<file path="src/rtl/core/smx_pkg.sv">
// ----------------------------------------------------------------------------
// smx_pkg
// Types and constants shared by the stereo stream mixer: item structs, the
// decoded command that travels from the front end to the mixing back end.
// ----------------------------------------------------------------------------
package smx_pkg;

   localparam int STREAMS     = 8;
   localparam int IDX_W       = (STREAMS > 1) ? $clog2(STREAMS) : 1;
   localparam int MASK_W      = 8;
   localparam int QUEUE_DEPTH = 2;
   localparam int QPTR_W      = (QUEUE_DEPTH > 1) ? $clog2(QUEUE_DEPTH) : 1;
   localparam int QCNT_W      = $clog2(QUEUE_DEPTH + 1);

   localparam logic [16:0] GAIN_UNITY = 17'h10000;

   localparam logic signed [18:0] PCM_MAX = 19'sd32767;
   localparam logic signed [18:0] PCM_MIN = -19'sd32768;

   typedef enum logic [1:0] {
      FUNC_SAMPLE = 2'd0,
      FUNC_START  = 2'd1,
      FUNC_STOP   = 2'd2,
      FUNC_GAIN   = 2'd3
   } func_type;

   typedef enum logic [2:0] {
      OP_NOP,
      OP_SAMPLE,
      OP_END,
      OP_START,
      OP_STOP,
      OP_GAIN
   } op_type;

   typedef struct packed {
      logic [1:0]         func;
      logic [2:0]         stream;
      logic signed [15:0] left;
      logic signed [15:0] right;
      logic               src_ended;
      logic               frame_end;
      logic [16:0]        gain;
   } req_item_type;

   typedef struct packed {
      logic signed [15:0] mix_left;
      logic signed [15:0] mix_right;
      logic [7:0]         finished_mask;
      logic [7:0]         active_mask;
   } rsp_item_type;

   typedef struct packed {
      op_type             op;
      logic [IDX_W-1:0]   idx;
      logic               frame_end;
      logic signed [15:0] left;
      logic signed [15:0] right;
      logic [16:0]        gain;
   } cmd_type;

   typedef struct packed {
      logic    valid;
      cmd_type cmd;
   } q_head_type;

   typedef struct packed {
      logic valid;
      logic frame_end;
   } back_stat_type;

endpackage

</file>
<file path="src/rtl/core/smx_queue.sv">
// ----------------------------------------------------------------------------
// smx_queue
// Short command queue between the front end and the mixing back end.
// ----------------------------------------------------------------------------
module smx_queue (
   input  logic                 clock,
   input  logic                 reset,
   input  logic                 push,
   input  smx_pkg::cmd_type     push_cmd,
   input  logic                 pop,
   output logic                 full,
   output smx_pkg::q_head_type  head
);

   smx_pkg::cmd_type            slot_ff [smx_pkg::QUEUE_DEPTH];
   logic [smx_pkg::QPTR_W-1:0]  wr_ptr_ff, wr_ptr_in;
   logic [smx_pkg::QPTR_W-1:0]  rd_ptr_ff, rd_ptr_in;
   logic [smx_pkg::QCNT_W-1:0]  count_ff, count_in;
   logic                        do_pop;

   assign full   = (count_ff == smx_pkg::QCNT_W'(smx_pkg::QUEUE_DEPTH));
   assign head   = '{valid: (count_ff != '0), cmd: slot_ff[rd_ptr_ff]};
   assign do_pop = pop && head.valid;

   always_comb begin
      wr_ptr_in = wr_ptr_ff;
      rd_ptr_in = rd_ptr_ff;
      count_in  = count_ff;
      if (push) begin
         wr_ptr_in = (wr_ptr_ff == smx_pkg::QPTR_W'(smx_pkg::QUEUE_DEPTH - 1)) ?
                     '0 : wr_ptr_ff + 1'b1;
      end
      if (do_pop) begin
         rd_ptr_in = (rd_ptr_ff == smx_pkg::QPTR_W'(smx_pkg::QUEUE_DEPTH - 1)) ?
                     '0 : rd_ptr_ff + 1'b1;
      end
      if (push && !do_pop) begin
         count_in = count_ff + 1'b1;
      end else if (!push && do_pop) begin
         count_in = count_ff - 1'b1;
      end
   end

   always_ff @(posedge clock) begin
      if (reset) begin
         wr_ptr_ff <= '0;
         rd_ptr_ff <= '0;
         count_ff  <= '0;
      end else begin
         wr_ptr_ff <= wr_ptr_in;
         rd_ptr_ff <= rd_ptr_in;
         count_ff  <= count_in;
      end
   end

   always_ff @(posedge clock) begin
      if (push) begin
         slot_ff[wr_ptr_ff] <= push_cmd;
      end
   end

endmodule

</file>
<file path="config.mk">
export PLATFORM = sky130hd
export DESIGN_NAME = smx_queue
export DESIGN_NICKNAME = d
export VERILOG_FILES = /design/src/rtl/core/smx_pkg.sv /design/src/rtl/core/smx_queue.sv
export SDC_FILE = /design/constraint.sdc
export NUM_CORES = 1
export LEC_CHECK = 0
export BUFFER_PORTS_ARGS = -buffer_cell sky130_fd_sc_hd__buf_2
export CAP_MARGIN = 20
export CORE_MARGIN = 2
export CORE_UTILIZATION = 35
export DETAILED_ROUTE_END_ITERATION = 6
export REMOVE_ABC_BUFFERS = 1
export SYNTH_ARGS = -nofsm -noshare
export SYNTH_HDL_FRONTEND = slang
export SYNTH_SLANG_ARGS = --single-unit
</file>
<file path="constraint.sdc">
create_clock -name clock -period 3.64 [get_ports clock]
set_input_delay 0 -clock clock [delete_from_list [all_inputs] [get_ports clock]]
set_output_delay 0 -clock clock [all_outputs]
set_load 0.01 [all_outputs]
</file>
[Word level (Yosys, flattened, before mapping)]
Memories as Yosys holds them, arrays and structs flattened. A register that Yosys moved wholly into a read port is not among the register bits.
Cells that the tools add are included.
Cells by class
  add/subtract/negate cells: 4
  equal/unequal tests: 1
  muxes and demuxes: 8
  reduce and logical (&&, ||, !) cells: 7
Operators with widths (number)
  $mux 1: 6
  $mux 2: 2
  $reduce_bool 2->1: 2
  $logic_and 1x1->1: 3
  $add 1x1->1 const B: 2
  $add 2x1->2 const B: 1
  $eq 2x2->1 const B: 1
  $logic_not 1->1: 2
  $sub 2x1->2 const B: 1
Storage, ports and cells
  register bits after elaboration: 4
  bits in writable memories: 112
  memories kept: 1
Memories
  slot_ff: depth 2, width 56, rd ports 1, clocked after Yosys merged registers in 1, write ports 1, line smx_queue.sv:15  | smx_pkg::cmd_type slot_ff [smx_pkg::QUEUE_DEPTH];

[Depth between registers and ports, before layout]
  depth after elaboration: 5
  mapped depth: 5

[Worst setup path before layout]
No wires, ideal clock.
  path kind: reg2reg
  start point: reg wr_ptr_ff
  end point: mem slot_ff[0][0] (netlist bit) (enable)
  arrival: 2.822 ns
  data required time: 3.163 ns
  slack: 0.341 ns
  stages on the path, launching flop included: 2
  buffers on the path: 0
  path through: dfxtp_1 nor2b_1
RTL lines
  start, declared: line smx_queue.sv:16  | logic [smx_pkg::QPTR_W-1:0] wr_ptr_ff, wr_ptr_in;
  start signal, assigned: line smx_queue.sv:50  | wr_ptr_ff <= wr_ptr_in;
  end, declared: line smx_queue.sv:15
No word-level cell before the write port.

==> impl_metrics.json <==
{
  "clk_latency_ns": 0.41,
  "r2r_cells": 2,
  "cts_tree": "done",
  "min_path_cells": 4,
  "wl_per_cell_um": 14.6,
  "slew_headroom_pct": 47.3,
  "route.detailed.drc": 0,
  "via_per_inst": 4.42,
  "routed_wl_um": 7980,
  "fin_skew_ns": 0.00452,
  "route.met2.wl_um": 4120,
  "reg2reg_from": "wr_ptr_ff",
  "fin_cells": 546,
  "cpPeakStageDelay_ns": 0.68,
  "worst_pin_slew_ns": 0.791,
  "r2r_end": "slot_ff[1][27]",
  "hp-class": "primary input to flip-flop",
  "cts_root_buf": "clkbuf_16",
  "cts_max_level": 4,
  "cp.arrival_ns": 2.06,
  "initial_core_util_pct": 35.6,
  "critPathCaptureType": "output pin",
  "fp.dieH_um": 114,
  "synth_area_per_cell_um2": 21.7,
  "post_cts_buffers": 0,
  "finalCritPeriodShare_pct": 56.7,
  "cts_buffer_depth": 2,
  "track_usage_pct": 12.9,
  "peakVddDrop_uv": 419,
  "antenna_found_initial": 0,
  "via_count": 2416,
  "first_global_vias": 2577,
  "worst_ep_required_time_ns": 3.64,
  "start_kind": "flip-flop",
  "netlist_instances": 196,
  "io_pins": 118,
  "grt_pass1_wl_um": 12400,
  "min-delay-start": "pop",
  "fp.dieW_um": 114,
  "place_area_um2": 5010,
  "cts_made_buffers": 17,
  "cts.sink_count": 117,
  "total_power_mw": 3.88,
  "ant_nets": 0,
  "min_period_ns": 2.06,
  "io_buffers": 117,
  "hpwl_um": 4790,
  "max_freq_mhz": 484,
  "crit_family": "flip-flops",
  "first_iter_violations": 88,
  "cp_max_fo": 23,
  "holdPathEnd": "rd_ptr_ff",
  "route.met3.wl_um": 471,
  "reg2reg_slack_ns": 1.71,
  "rsz0062_at_grt": "no",
  "ys_warn_count": 0,
  "syn_to_final_growth_pct": 43.1,
  "cap_violations": 0,
  "row_count": 40,
  "fillers": 1010,
  "ys_seq_elements": 117,
  "criticalPathCategory": "flip-flop to output pin",
  "hold_viol_final": 0,
  "fin_area_um2": 6100,
  "setup_viol": 0,
  "dp.cells": 458,
  "leakage_nw": 2.33,
  "path_cells": "buf_4, mux2_2, buf_2",
  "first_pass_iters": 4,
  "nNetsFinal": 449,
  "path_clk_slew_ns": 0.05,
  "netlist_area_um2": 4260,
  "tns_ns": 0,
  "yosysUniqueCellTypes": 17,
  "crit_path_top_delay_cell": "dfxtp_2",
  "utilization_pct": 51.0,
  "overflow": 0,
  "power.density_nw_per_um2": 636,
  "drive_above_1_share_pct": 50.9,
  "grt_max_degree": 41,
  "status": "complete, no violations",
  "worst-path-buf-inv": 2,
  "maxSlewViolCount": 0,
  "ys_seq_area_share_pct": 81.2,
  "wl_met1_um": 3210,
  "place.gp.congestion": 0.697,
  "top_layer_used": "met4",
  "die_area_um2": 13100,
  "antenna_cells": 0,
  "fp.coreArea_um2": 12000
}
[stage by stage]
step / hold WS, ns / worst slack [ns]
2_1_floorplan: 0.0691 / 0.341
3_3_place_gp: 0.188 / 1.68
3_5_place_dp: 0.192 / 1.65
4_1_cts: 0.00834 / 1.48
5_1_grt: 0.0598 / 1.42
6_report: 0.0277 / 1.58
[worst min-delay path: stages]
cell	delay, ns
buf_2	0.10
o21ai_0	0.13
xor2_1	0.10
nor2_1	0.07
[per-layer routing]
metal / vias up / global-route usage, %
li1: 1155 / -
met1: 1169 / 13.6
met2: 76 / 22.1
met3: 16 / 5.45
met4: 0 / 6.83
met5: - / 0
[final cells by class]
| class | instances | area [um^2] | area share [%] |
|---|---|---|---|
| Tap cell | 147 | 184 | 3.02 |
| Timing Repair Buffer | 179 | 1200 | 19.6 |
| Clock buffer | 21 | 440 | 7.22 |
| Sequential cell | 117 | 3460 | 56.8 |
| Multi-Input combinational cell | 73 | 751 | 12.3 |
| Clock inverter | 9 | 63.8 | 1.05 |
[repair_timing]
| item | CTS | global route |
|---|---|---|
| hold buffers | 58 | 0 |
| endpoints found under the hold margin | 117 | 0 |
| gates resized for setup | 0 | 0 |
[registers in the layout, indices dropped and copies added, names as in the netlist, named ones only]
signal     count
wr_ptr_ff      1
rd_ptr_ff      1
count_ff       2
slot_ff      112
[worst max-delay path by stage]
stage | end | start | cells after the start | slack (ns)
floorplan | slot_ff[0][0] | wr_ptr_ff | 1 | 0.34
global placement | slot_ff[1][1] | wr_ptr_ff | 2 | 1.68
detailed placement | slot_ff[1][54] | wr_ptr_ff | 2 | 1.65
CTS | head[6] | flip-flop | 3 | 1.48
global route | head[6] | flip-flop | 3 | 1.42
finish | head[6] | flip-flop | 3 | 1.58
[logic make-up after synthesis]
kind of cell / synth area share (%)
XOR/XNOR: 0.822
adder cells (fa/ha/maj): 0.293
buffers and inverters: 1.35
flip-flops: 81.2
multiplexers: 14.8
AND/OR/NAND/NOR: 1.15
AO/OA/AOI/OAI: 0.352
[report_power, final]
part           switching [mW]  internal, mW
registers              0.0723          1.59
logic                   0.367         0.429
clock network           0.510         0.909
total                   0.949          2.93
[Yosys cell counts]
cell	instances	area, um^2
buf_4	1	7.51
and2_1	1	6.26
xnor2_1	1	8.76
edfxtp_1	112	3360
dfxtp_1	5	100
mux2_2	56	631
buf_6	4	45.0
nor2_1	4	15.0
a21oi_1	1	5.00
and2b_2	1	8.76
or3_1	1	6.26
buf_2	1	5.00
xor2_1	3	26.3
ha_1	1	12.5
o21ai_0	2	10.0
nor2b_1	1	6.26
or2_2	1	6.26
[layout by cell type, fill, tap and decap left out]
cell type,n
buf_4,4
a21oi_1,1
clkbuf_16,17
o21ai_0,2
clkinv_2,3
mux2_2,56
clkbuf_1,4
dfxtp_1,4
xor2_1,3
nor2_1,4
ha_1,1
edfxtp_1,112
xnor2_1,1
bufinv_16,1
and2b_2,1
dlygate4sd3_1,58
nor2b_4,1
or3_1,1
dfxtp_2,1
buf_2,117
or2_2,1
and2_2,1
clkinv_1,5
(Power assumes the default switching activity.)
